**src/sv/x25519_scalar_multiply_defines.svh**
```systemverilog
// ---------------------------------------------------------------------------
// x25519_scalar_multiply_defines.svh
// Assertion macros shared by the X25519 block.
// ---------------------------------------------------------------------------
`ifndef X25519_SCALAR_MULTIPLY_DEFINES_SVH
`define X25519_SCALAR_MULTIPLY_DEFINES_SVH

// same-cycle implication, checked outside reset
`define X25_ASSERT_IMP(lbl, ante, cons, msg) \
  lbl: assert property (@(posedge clk) disable iff (rst) (ante) |-> (cons)) \
    else $error(msg);

// next-cycle implication, checked outside reset
`define X25_ASSERT_NXT(lbl, ante, cons, msg) \
  lbl: assert property (@(posedge clk) disable iff (rst) (ante) |=> (cons)) \
    else $error(msg);

`endif

```
**src/sv/x25_pkg.sv**
```systemverilog
// ---------------------------------------------------------------------------
// x25_pkg
// Shared constants, codes, control structs and the microcode program.
// ---------------------------------------------------------------------------
`timescale 1ns / 1ps

package x25_pkg;

  // p = 2^255 - 19
  localparam logic [255:0] P     = {1'b0, {247{1'b1}}, 8'hED};
  localparam logic [257:0] FOURP = {P, 2'b00};

  localparam logic [7:0]  CLAMP_LO      = 8'hF8;
  localparam logic [7:0]  CLAMP_HI_KEEP = 8'h7F;
  localparam logic [7:0]  CLAMP_HI_SET  = 8'h40;
  localparam logic [7:0]  RESET_POS     = 8'd254;
  // exponent p-2 has zero bits at positions two and four
  localparam logic [7:0]  SKIP_BIT_A    = 8'd2;
  localparam logic [7:0]  SKIP_BIT_B    = 8'd4;
  localparam logic [16:0] A24           = 17'd121665;
  localparam logic [1:0]  LAST_WORD     = 2'd3;

  // register file slots; the first four take part in the ladder swap
  localparam logic [3:0] R_X2 = 4'd0;
  localparam logic [3:0] R_Z2 = 4'd1;
  localparam logic [3:0] R_X3 = 4'd2;
  localparam logic [3:0] R_Z3 = 4'd3;
  localparam logic [3:0] R_X1 = 4'd4;
  localparam logic [3:0] R_A  = 4'd5;
  localparam logic [3:0] R_AA = 4'd6;
  localparam logic [3:0] R_B  = 4'd7;
  localparam logic [3:0] R_BB = 4'd8;
  localparam logic [3:0] R_E  = 4'd9;
  localparam logic [3:0] R_C  = 4'd10;
  localparam logic [3:0] R_D  = 4'd11;
  localparam logic [3:0] R_DA = 4'd12;
  localparam logic [3:0] R_CB = 4'd13;
  localparam logic [3:0] R_K  = 4'd14;
  localparam logic [3:0] R_T  = 4'd15;

  localparam logic [4:0] PC_LADDER  = 5'd6;
  localparam logic [4:0] PC_INV     = 5'd25;
  localparam logic [4:0] PC_INV_END = 5'd27;

  typedef enum logic [2:0] {
    OP_NOP, OP_CONST, OP_LDU, OP_ADD, OP_SUB, OP_MUL, OP_CANON
  } op_t;

  typedef enum logic [1:0] {FL_NEXT, FL_LOOP, FL_SKIP, FL_END} flow_t;

  typedef enum logic [1:0] {WS_CONST, WS_POINT, WS_FU} wsel_t;

  typedef struct packed {
    op_t         op;
    logic        map;
    logic [3:0]  dst;
    logic [3:0]  sa;
    logic [3:0]  sb;
    logic [16:0] imm;
    flow_t       flow;
    logic [4:0]  target;
  } cw_t;

  typedef struct packed {
    logic        busy;
    logic [3:0]  rd_a;
    logic [3:0]  rd_b;
    logic        wr_en;
    logic [3:0]  wr_addr;
    wsel_t       wr_sel;
    logic [16:0] imm;
    logic        fu_start;
    op_t         fu_op;
    logic        done;
    logic [7:0]  pos;
  } ctl_t;

  typedef struct packed {
    logic busy;
    logic done;
  } fu_stat_t;

  function automatic cw_t mk(input op_t op, input logic map, input logic [3:0] dst,
                             input logic [3:0] sa, input logic [3:0] sb,
                             input logic [16:0] imm, input flow_t flow,
                             input logic [4:0] target);
    cw_t w;
    w.op     = op;
    w.map    = map;
    w.dst    = dst;
    w.sa     = sa;
    w.sb     = sb;
    w.imm    = imm;
    w.flow   = flow;
    w.target = target;
    return w;
  endfunction

  function automatic cw_t prog_word(input logic [4:0] pc);
    cw_t w;
    case (pc)
      // setup
      5'd0:  w = mk(OP_LDU,   1'b0, R_X1, R_X1, R_X1, 17'd0, FL_NEXT, 5'd0);
      5'd1:  w = mk(OP_LDU,   1'b0, R_X3, R_X1, R_X1, 17'd0, FL_NEXT, 5'd0);
      5'd2:  w = mk(OP_CONST, 1'b0, R_X2, R_X1, R_X1, 17'd1, FL_NEXT, 5'd0);
      5'd3:  w = mk(OP_CONST, 1'b0, R_Z2, R_X1, R_X1, 17'd0, FL_NEXT, 5'd0);
      5'd4:  w = mk(OP_CONST, 1'b0, R_Z3, R_X1, R_X1, 17'd1, FL_NEXT, 5'd0);
      5'd5:  w = mk(OP_CONST, 1'b0, R_K,  R_X1, R_X1, A24,   FL_NEXT, 5'd0);
      // ladder step
      5'd6:  w = mk(OP_ADD,   1'b1, R_A,  R_X2, R_Z2, 17'd0, FL_NEXT, 5'd0);
      5'd7:  w = mk(OP_MUL,   1'b1, R_AA, R_A,  R_A,  17'd0, FL_NEXT, 5'd0);
      5'd8:  w = mk(OP_SUB,   1'b1, R_B,  R_X2, R_Z2, 17'd0, FL_NEXT, 5'd0);
      5'd9:  w = mk(OP_MUL,   1'b1, R_BB, R_B,  R_B,  17'd0, FL_NEXT, 5'd0);
      5'd10: w = mk(OP_SUB,   1'b1, R_E,  R_AA, R_BB, 17'd0, FL_NEXT, 5'd0);
      5'd11: w = mk(OP_ADD,   1'b1, R_C,  R_X3, R_Z3, 17'd0, FL_NEXT, 5'd0);
      5'd12: w = mk(OP_SUB,   1'b1, R_D,  R_X3, R_Z3, 17'd0, FL_NEXT, 5'd0);
      5'd13: w = mk(OP_MUL,   1'b1, R_DA, R_D,  R_A,  17'd0, FL_NEXT, 5'd0);
      5'd14: w = mk(OP_MUL,   1'b1, R_CB, R_C,  R_B,  17'd0, FL_NEXT, 5'd0);
      5'd15: w = mk(OP_ADD,   1'b1, R_X3, R_DA, R_CB, 17'd0, FL_NEXT, 5'd0);
      5'd16: w = mk(OP_MUL,   1'b1, R_X3, R_X3, R_X3, 17'd0, FL_NEXT, 5'd0);
      5'd17: w = mk(OP_SUB,   1'b1, R_Z3, R_DA, R_CB, 17'd0, FL_NEXT, 5'd0);
      5'd18: w = mk(OP_MUL,   1'b1, R_Z3, R_Z3, R_Z3, 17'd0, FL_NEXT, 5'd0);
      5'd19: w = mk(OP_MUL,   1'b1, R_Z3, R_Z3, R_X1, 17'd0, FL_NEXT, 5'd0);
      5'd20: w = mk(OP_MUL,   1'b1, R_X2, R_AA, R_BB, 17'd0, FL_NEXT, 5'd0);
      5'd21: w = mk(OP_MUL,   1'b1, R_Z2, R_E,  R_K,  17'd0, FL_NEXT, 5'd0);
      5'd22: w = mk(OP_ADD,   1'b1, R_Z2, R_Z2, R_AA, 17'd0, FL_NEXT, 5'd0);
      5'd23: w = mk(OP_MUL,   1'b1, R_Z2, R_Z2, R_E,  17'd0, FL_LOOP, PC_LADDER);
      // inversion by square and multiply
      5'd24: w = mk(OP_CONST, 1'b0, R_T,  R_X1, R_X1, 17'd1, FL_NEXT, 5'd0);
      5'd25: w = mk(OP_MUL,   1'b0, R_T,  R_T,  R_T,  17'd0, FL_SKIP, PC_INV_END);
      5'd26: w = mk(OP_MUL,   1'b0, R_T,  R_T,  R_Z2, 17'd0, FL_NEXT, 5'd0);
      5'd27: w = mk(OP_NOP,   1'b0, R_T,  R_T,  R_T,  17'd0, FL_LOOP, PC_INV);
      // final product and reduction
      5'd28: w = mk(OP_MUL,   1'b0, R_T,  R_X2, R_T,  17'd0, FL_NEXT, 5'd0);
      5'd29: w = mk(OP_CANON, 1'b0, R_T,  R_T,  R_T,  17'd0, FL_END,  5'd0);
      default: w = mk(OP_NOP, 1'b0, R_T,  R_T,  R_T,  17'd0, FL_END,  5'd0);
    endcase
    return w;
  endfunction

endpackage

```
**src/sv/x25_seq.sv**
```systemverilog
// ---------------------------------------------------------------------------
// x25_seq
// Microcode sequencer: program counter, bit position, ladder swap renaming.
// ---------------------------------------------------------------------------
`timescale 1ns / 1ps

module x25_seq (
  input  logic              clk,
  input  logic              rst,
  input  logic              start,
  input  logic              sbit,
  input  x25_pkg::fu_stat_t fu,
  output x25_pkg::ctl_t     ctl
);

  typedef enum logic [3:0] {
    S_IDLE = 4'b0001,
    S_RD   = 4'b0010,
    S_EX   = 4'b0100,
    S_WT   = 4'b1000
  } sstate_t;

  sstate_t         state;
  logic [4:0]      pc;
  logic [7:0]      pos;
  x25_pkg::cw_t    cw;
  logic            is_fu, swap, advance, fin;
  logic [4:0]      pc_next;
  logic [7:0]      pos_next;

  // swapping x2/x3 and z2/z3 is done by renaming slots
  function automatic logic [3:0] map_addr(input logic [3:0] ad, input logic sw);
    return (sw && (ad[3:2] == 2'b00)) ? (ad ^ 4'b0010) : ad;
  endfunction

  always_comb begin
    cw    = x25_pkg::prog_word(pc);
    is_fu = (cw.op == x25_pkg::OP_ADD) || (cw.op == x25_pkg::OP_SUB) ||
            (cw.op == x25_pkg::OP_MUL) || (cw.op == x25_pkg::OP_CANON);
    swap  = cw.map & sbit;
    advance = ((state == S_EX) && !is_fu) || ((state == S_WT) && fu.done);
    pc_next  = pc + 5'd1;
    pos_next = pos;
    fin      = 1'b0;
    case (cw.flow)
      x25_pkg::FL_LOOP: begin
        if (pos != 8'd0) begin
          pc_next  = cw.target;
          pos_next = pos - 8'd1;
        end else begin
          pos_next = x25_pkg::RESET_POS;
        end
      end
      x25_pkg::FL_SKIP: begin
        if ((pos == x25_pkg::SKIP_BIT_A) || (pos == x25_pkg::SKIP_BIT_B)) begin
          pc_next = cw.target;
        end
      end
      x25_pkg::FL_END: fin = 1'b1;
      default: ;
    endcase

    ctl.busy     = (state != S_IDLE);
    ctl.rd_a     = map_addr(cw.sa, swap);
    ctl.rd_b     = map_addr(cw.sb, swap);
    ctl.wr_addr  = map_addr(cw.dst, swap);
    ctl.wr_en    = ((state == S_EX) &&
                    ((cw.op == x25_pkg::OP_CONST) || (cw.op == x25_pkg::OP_LDU))) ||
                   ((state == S_WT) && fu.done);
    case (cw.op)
      x25_pkg::OP_CONST: ctl.wr_sel = x25_pkg::WS_CONST;
      x25_pkg::OP_LDU:   ctl.wr_sel = x25_pkg::WS_POINT;
      default:           ctl.wr_sel = x25_pkg::WS_FU;
    endcase
    ctl.imm      = cw.imm;
    ctl.fu_start = (state == S_EX) && is_fu;
    ctl.fu_op    = cw.op;
    ctl.done     = (state == S_WT) && fu.done && fin;
    ctl.pos      = pos;
  end

  always_ff @(posedge clk) begin
    if (rst) begin
      state <= S_IDLE;
      pc    <= '0;
      pos   <= '0;
    end else begin
      case (state)
        S_IDLE: begin
          if (start) begin
            pc    <= '0;
            pos   <= x25_pkg::RESET_POS;
            state <= S_RD;
          end
        end
        S_RD: state <= S_EX;
        S_EX, S_WT: begin
          if ((state == S_EX) && is_fu) begin
            state <= S_WT;
          end else if (advance) begin
            if (fin) begin
              state <= S_IDLE;
            end else begin
              pc    <= pc_next;
              pos   <= pos_next;
              state <= S_RD;
            end
          end
        end
        default: state <= S_IDLE;
      endcase
    end
  end

endmodule

```
**config.mk**
```make
export PLATFORM = sky130hd
export DESIGN_NAME = x25_seq
export DESIGN_NICKNAME = d
export VERILOG_FILES = /design/src/sv/x25519_scalar_multiply_defines.svh /design/src/sv/x25_pkg.sv /design/src/sv/x25_seq.sv
export SDC_FILE = /design/constraint.sdc
export NUM_CORES = 1
export LEC_CHECK = 0
export BUFFER_PORTS_ARGS = -buffer_cell sky130_fd_sc_hd__buf_4
export CAP_MARGIN = 20
export CORE_MARGIN = 2
export CORE_UTILIZATION = 45
export DETAILED_ROUTE_END_ITERATION = 8
export GPL_TIMING_DRIVEN = 0
export PLACE_DENSITY = 0.67
export SLEW_MARGIN = 15
export SYNTH_ARGS = -nofsm -noshare
export SYNTH_HDL_FRONTEND = slang
export SYNTH_SLANG_ARGS = --single-unit
```
**constraint.sdc**
```tcl
create_clock -name clk -period 6.3 [get_ports clk]
set_input_delay 0.63 -clock clk [delete_from_list [all_inputs] [get_ports clk]]
set_output_delay 0.63 -clock clk [all_outputs]
set_load 0.01 [all_outputs]
```
== After elaboration in Yosys (flattened, before gate mapping) ==
Memories as Yosys holds them, arrays and structs flattened. A register that Yosys moved wholly into a read port is not among the register bits.
Cells that the tools add are included.

* Eq/ne operators: 22
* $add $sub $neg: 2
* Mux-type cells: 27
* Bitwise gates (word level): 4
* Reduce and logical (&&, ||, !) cells: 25

{| class="wikitable"
|+ Operators by type and width
! kind !! count
|-
| $mux W8 || 6
|-
| $mux W5 || 8
|-
| $pmux W5 S2 || 2
|-
| $pmux W8 S2 || 1
|-
| $mux W4 || 3
|-
| $pmux W4 S3 || 1
|-
| $eq A3 B3 Y1 const B || 3
|-
| $eq A8 B2 Y1 const B || 1
|-
| $eq A8 B3 Y1 const B || 1
|-
| $logic_and A1 B1 Y1 || 8
|-
| $mux W2 || 4
|-
| $ne A2 B2 Y1 const B || 4
|-
| $reduce_bool A8 Y1 || 1
|-
| $sub A8 B1 Y8 const B || 1
|-
| $logic_or A1 B1 Y1 || 7
|-
| $eq A3 B2 Y1 const B || 2
|-
| $logic_not A2 Y1 || 3
|-
| $reduce_and A6 Y1 || 1
|-
| $add A5 B1 Y5 const B || 1
|-
| $reduce_and A5 Y1 || 1
|-
| $eq A2 B2 Y1 const B || 2
|-
| $eq A4 B1 Y1 const B || 1
|-
| $eq A4 B2 Y1 const B || 1
|-
| $eq A4 B3 Y1 const B || 1
|-
| other kinds (14) || 16
|}

* Memories kept: 1
* ROM bits: 1024
* Flip-flop bits (word level): 17
* Output and inout bits: 46
* Logic and storage cells: 84

{| class="wikitable"
|+ Memories
! memory !! depth !! width !! rd ports !! clocked after memory_dff !! wr ports !! line !! RTL
|-
| (no name shown) || 32 || 32 || 1 || 1 || 0 || x25_pkg.sv:101 || <nowiki>case (pc)</nowiki>
|}

== Longest topological paths before layout ==
* Word-level depth: 12
* Gate-level depth with buffers: 15

== Worst setup path after synthesis ==
No wires, ideal clock.

* Path kind: flip-flop to flip-flop
* From: register pos[4]
* To: register cw[35] (netlist name)
* Buffers on the path: 2
* Data arrival time: 3085 ps
* Stages on the path, launching flop included: 13
* Path slack: 3088 ps
* Cells stage by stage: dfxtp_1 or3_4 or4_1 buf_2 a21bo_4 a22o_1 a22oi_4 ha_1 clkbuf_1 nor2_1 o2111ai_1 a21oi_1 or3_1

* Cells in the longest elaborated chain, start to end: 10
* Elaborated cells between the ends (all ways): 13
* Classes of those cells: 2 x eq/ne; 9 x mux; 2 x reduce/logical

{| class="wikitable"
|+ RTL lines
! element !! line !! RTL
|-
| from (decl) || x25_seq.sv:25 || <nowiki>logic [7:0] pos;</nowiki>
|-
| from (signal assigned) || x25_seq.sv:92 || <nowiki>pos <= x25_pkg::RESET_POS;</nowiki>
|-
| from (signal assigned) || x25_seq.sv:105 || <nowiki>pos <= pos_next;</nowiki>
|-
| $eq A8 B2 Y1 or $eq A8 B3 Y1 (tied branches) || x25_seq.sv:55 || <nowiki>if ((pos == x25_pkg::SKIP_BIT_A) || (pos == x25_pkg::SKIP_BIT_B)) begin</nowiki>
|-
| $logic_or A1 B1 Y1 || x25_seq.sv:55 ||
|-
| $mux W5 || x25_seq.sv:55 ||
|-
| $pmux W5 S2 * || x25_seq.sv:45 || <nowiki>case (cw.flow)</nowiki>
|-
| $mux W5 * || x25_seq.sv:101 || <nowiki>if (fin) begin</nowiki>
|-
| $mux W5 * || x25_seq.sv:100 || <nowiki>end else if (advance) begin</nowiki>
|-
| $mux W5 * || x25_seq.sv:98 || <nowiki>if ((state == S_EX) && is_fu) begin</nowiki>
|-
| $pmux W5 S2 * || x25_seq.sv:88 || <nowiki>case (state)</nowiki>
|-
| $mux W5 (no source line) * (2 in series) || - ||
|}

Mark *: on every way between the ends. The rest lies on a longest branch, timed or not. The select of a mux whose other input is x is not followed.
A chain may end at the register's enable or synchronous reset.

== Final worst setup path ==
* From: register pos[0]
* To: register cw[35] (netlist name)

* Cells in the longest elaborated chain, start to end: 10
* Elaborated cells between the ends (all ways): 13
* Classes of those cells: 2 x eq/ne; 9 x mux; 2 x reduce/logical

{| class="wikitable"
|+ RTL lines
! element !! line
|-
| $eq A8 B2 Y1 or $eq A8 B3 Y1 (tied branches) || x25_seq.sv:55
|-
| $logic_or A1 B1 Y1 || x25_seq.sv:55
|-
| $mux W5 || x25_seq.sv:55
|-
| $pmux W5 S2 * || x25_seq.sv:45
|-
| $mux W5 * || x25_seq.sv:101
|-
| $mux W5 * || x25_seq.sv:100
|-
| $mux W5 * || x25_seq.sv:98
|-
| $pmux W5 S2 * || x25_seq.sv:88
|-
| $mux W5 (no source line) * (2 in series) || -
|}

Marks and branches as above.

==> reports/results.tsv <==
stage	metric	value	unit
status	status	complete, no violations	
yosys	register area share after synthesis	0.278	
yosys	Top FF cell, synth	dfxtp_1	
yosys	cell area after synthesis	2880	um2
yosys	cells taking the most area after synthesis	dfxtp_1 (28%), buf_4 (7.8%), ha_1 (6.5%)	
yosys	synthesized area per cell	8.39	um2
sta	Slew @ Worst Pin	791	ps
worst_setup_path	critical path class	flip-flop to flip-flop	
hold_path	worst hold endpoint	pos[0]$_SDFFE_PP0P_	
floorplanning	Die Y	84.0	um
yosys	ys async rst share	0	
yosys	FF+latch count, synth	40	
floorplanning	I/O Pins	52	
worst_setup_path	WP data arrival	3860	ps
route	routed length on met2	3260	um
cells_and_area	fillers	622	
floorplanning	initial core utilization	0.458	
worst_setup_path	Worst setup SP type	flip-flop	
global_route	initial antenna violation count	0	
cells_and_area	Non-Filler Instances	475	
worst_setup_path	FF-to-FF path depth	14	
floorplanning	Die X	84.0	um
global_route	grt total ovfl	0	
sta	Max-slew headroom	0.469	
yosys	EDFF count, synth	0	
hold_path	Hold Path Depth	2	
clock_network	CTS Sinks	40	
global_route	largest net degree at the start of global routing	13	
clock_network	hold_buf cts	0	
clock_network	post-CTS sizing	0	
clock_network	CTS clock-pin slew for the worst setup and hold paths	90	ps
route	vias per cell	5.58	
worst_setup_path	CP bufs+invs	3	
cells_and_area	Antenna diodes	0	
hold_path	min-delay worst type	flip-flop to flip-flop	
placement	Placer Congestion	0.934	
cells_and_area	post-route cell area	3440	um2
placement	placed cell areas	3310	um2
route	Metal-1 WL	3330	um
worst_setup_path	CP delay by family, top	compound AO/OA/AOI/OAI gates	
clock_network	worst-skew pair later-pin latency	300	ps
global_route	vias in the first global route	2419	
clock_network	Setup Buffers After CTS	0	
route	Detail Route Antenna Nets	0	
route	final WL	7250	um
global_route	GRT Total Usage	0.206	
route	WL per Instance	15.3	um
clock_network	clk buf depth	2	
worst_setup_path	CP required	6480	ps
yosys	area leader, netlist	dfxtp_1	
power_and_ir_drop	Power Density	263	nW/um2
cells_and_area	Synth-to-Final Area Change	19.4	%
route	met3 routed WL	577	um
route	1st-iter DRT viols	240	
placement	IO buf count	41	
hold_path	worst hold start	pos[0]$_SDFFE_PP0P_	
sta	final hold viol count	0	
sta	Tcrit/Tclk final	0.585	
sta	Fmax	271	MHz
sta	Hold Slack	516	ps
clock_network	CTS tree	yes	
yosys	yosys warns	0	
worst_setup_path	critical path's slowest cell	or4_1	
sta	minimum clock period	3690	ps
cells_and_area	share of layout cells above drive strength 1	0.279	
route	First-pass DRT Iterations	5	
sta	setup TNS after final layout	0	ps
placement	HPWL Detailed	5370	um
cells_and_area	Nets	419	
yosys	Synth Instances	343	
power_and_ir_drop	P_leak	1.48	nW
power_and_ir_drop	total power	0.000903	W
worst_setup_path	reg2reg start	pos[0]$_SDFFE_PP0P_	
worst_setup_path	CP dominant cell by count	ha_1	
worst_setup_path	worst path cell trace	inv_1 > ha_1 > mux2i_1 > or4_1 > buf_2 > a21bo_4 > a22o_1 > a22oi_4 > ha_1 > clkbuf_1 > nor2_1 > o2111ai_1 > a21oi_1 > or3_1	
sta	Final Skew	14.1	ps
yosys	Synth top area share	0.278	
placement	dpl cells	468	
floorplanning	Std-Cell Rows	29	
worst_setup_path	CP Capture Type	flip-flop	
power_and_ir_drop	Max VDD drop	174	uV
sta	Slew Limit Fails	0	
clock_network	Root Buffer	clkbuf_8	
route	residual DRC count	0	
global_route	first-pass GRT wire length	11900	um
floorplanning	core footprint	6280	um2
worst_setup_path	R2R Setup Slk	2610	ps
worst_setup_path	Crit Path Max Fanout	11	
route	via count	2651	
worst_setup_path	CP max stage delay	460	ps
yosys	Distinct cells, synth	73	
job	max_cap viols	0	
clock_network	CTS buffer count	5	
sta	final-report setup violation count	0	
floorplanning	Die ar.	7050	um2
sta	RSZ-0062 raised after global routing	no	
route	top sig layer	met4	
worst_setup_path	reg-to-reg endpoint	cw[35]$_DFF_P_	
clock_network	CTS H-tree depth	2	
## worst max-delay path by stage
stage	startpoint	cells after the start	slack [ps]	endpoint
6_report	pos[0]$_SDFFE_PP0P_	14	2610	cw[35]$_DFF_P_
4_1_cts	pos[0]$_SDFFE_PP0P_	14	2630	cw[35]$_DFF_P_
5_1_grt	pos[0]$_SDFFE_PP0P_	14	2390	cw[35]$_DFF_P_
3_3_place_gp	fu[0]	13	2610	cw[35]$_DFF_P_
2_1_floorplan	pos[4]$_SDFFE_PP0P_	12	3090	cw[35]$_DFF_P_
3_5_place_dp	fu[0]	13	2570	cw[35]$_DFF_P_
## state kept, by name (all words and copies together), names as in the netlist
signal,cells
pc,5
pos,8
state,4
cw,23
## report_power, final
group	switching [W]	internal [W]
Clock	0.0000945	0.000156
Sequential	0.0000363	0.000281
Combinational	0.000185	0.000150
Total	0.000316	0.000587
## synth_stat cells, types with 3 or more instances
cell and number:
dfxtp_1 40, buf_4 30, a21oi_1 22, nand2_1 22
nor2_1 21, o21ai_0 17, ha_1 15, inv_1 15
nor3_1 14, o22ai_1 11, buf_2 9, nand2b_1 9
a311oi_1 7, nand3_1 6, xor2_1 6, clkbuf_1 5
o21a_1 5, xnor2_1 5, mux2i_1 4, nor3b_1 4
o211ai_1 4, a22oi_1 3, and2_1 3, inv_2 3
nor4b_1 3, or3_1 3
## final cells by class
class	count	area (um2)	area share
inverters	18	67.6	0.0197
flip-flops and latches	40	801	0.233
clock buffers	5	68.8	0.0200
clock inverters	2	60.1	0.0175
multi-input cells	245	1720	0.500
well taps	77	96.3	0.0280
repair buffers	41	308	0.0896
plain buffers	47	315	0.0918
## tightest hold or removal path, delay by kind of cell, from the launching register on
family             cells  cell delay [ps]
AOI/OAI and AO/OA      2              130
DFF                    1              340
## metrics by stage
step | worst slack, ps | util
detailed placement | 2570 | 0.527
global route | 2390 | 0.547
floorplan | 3090 | -
global placement | 2610 | 0.527
finish | 2610 | 0.547
CTS | 2630 | 0.547
## per-layer routing
| layer | vias up | global-route usage |
|---|---|---|
| met2 | 130 | 0.313 |
| met1 | 1211 | 0.294 |
| li1 | 1300 | - |
| met5 | - | 0 |
| met3 | 10 | 0.0406 |
| met4 | 0 | 0.0601 |
## cell usage in the layout, fill, tap and decap left out, drive strengths merged, types with 8 or more instances in the layout
cell type / count
nand2b: 9
nand2: 23
conb: 8
inv: 18
buf: 83
clkbuf: 10
o22ai: 11
nor3: 15
dfxtp: 40
nor2: 21
o21ai: 18
ha: 15
a21oi: 22
## kinds of logic (layout without fill, tap and decap cells)
| group | count (synthesis) | after routing | synth area share |
|---|---|---|---|
| simple gates | 105 | 105 | 0.198 |
| flops | 40 | 40 | 0.278 |
| fa+ha+maj | 15 | 15 | 0.0652 |
| buf+inv | 65 | 113 | 0.133 |
| compound gates | 101 | 101 | 0.272 |
| other cells | 1 | 8 | 0.00130 |
| mux | 5 | 5 | 0.0178 |
| xor+xnor | 11 | 11 | 0.0335 |
Power figures use the tool's default switching activity.
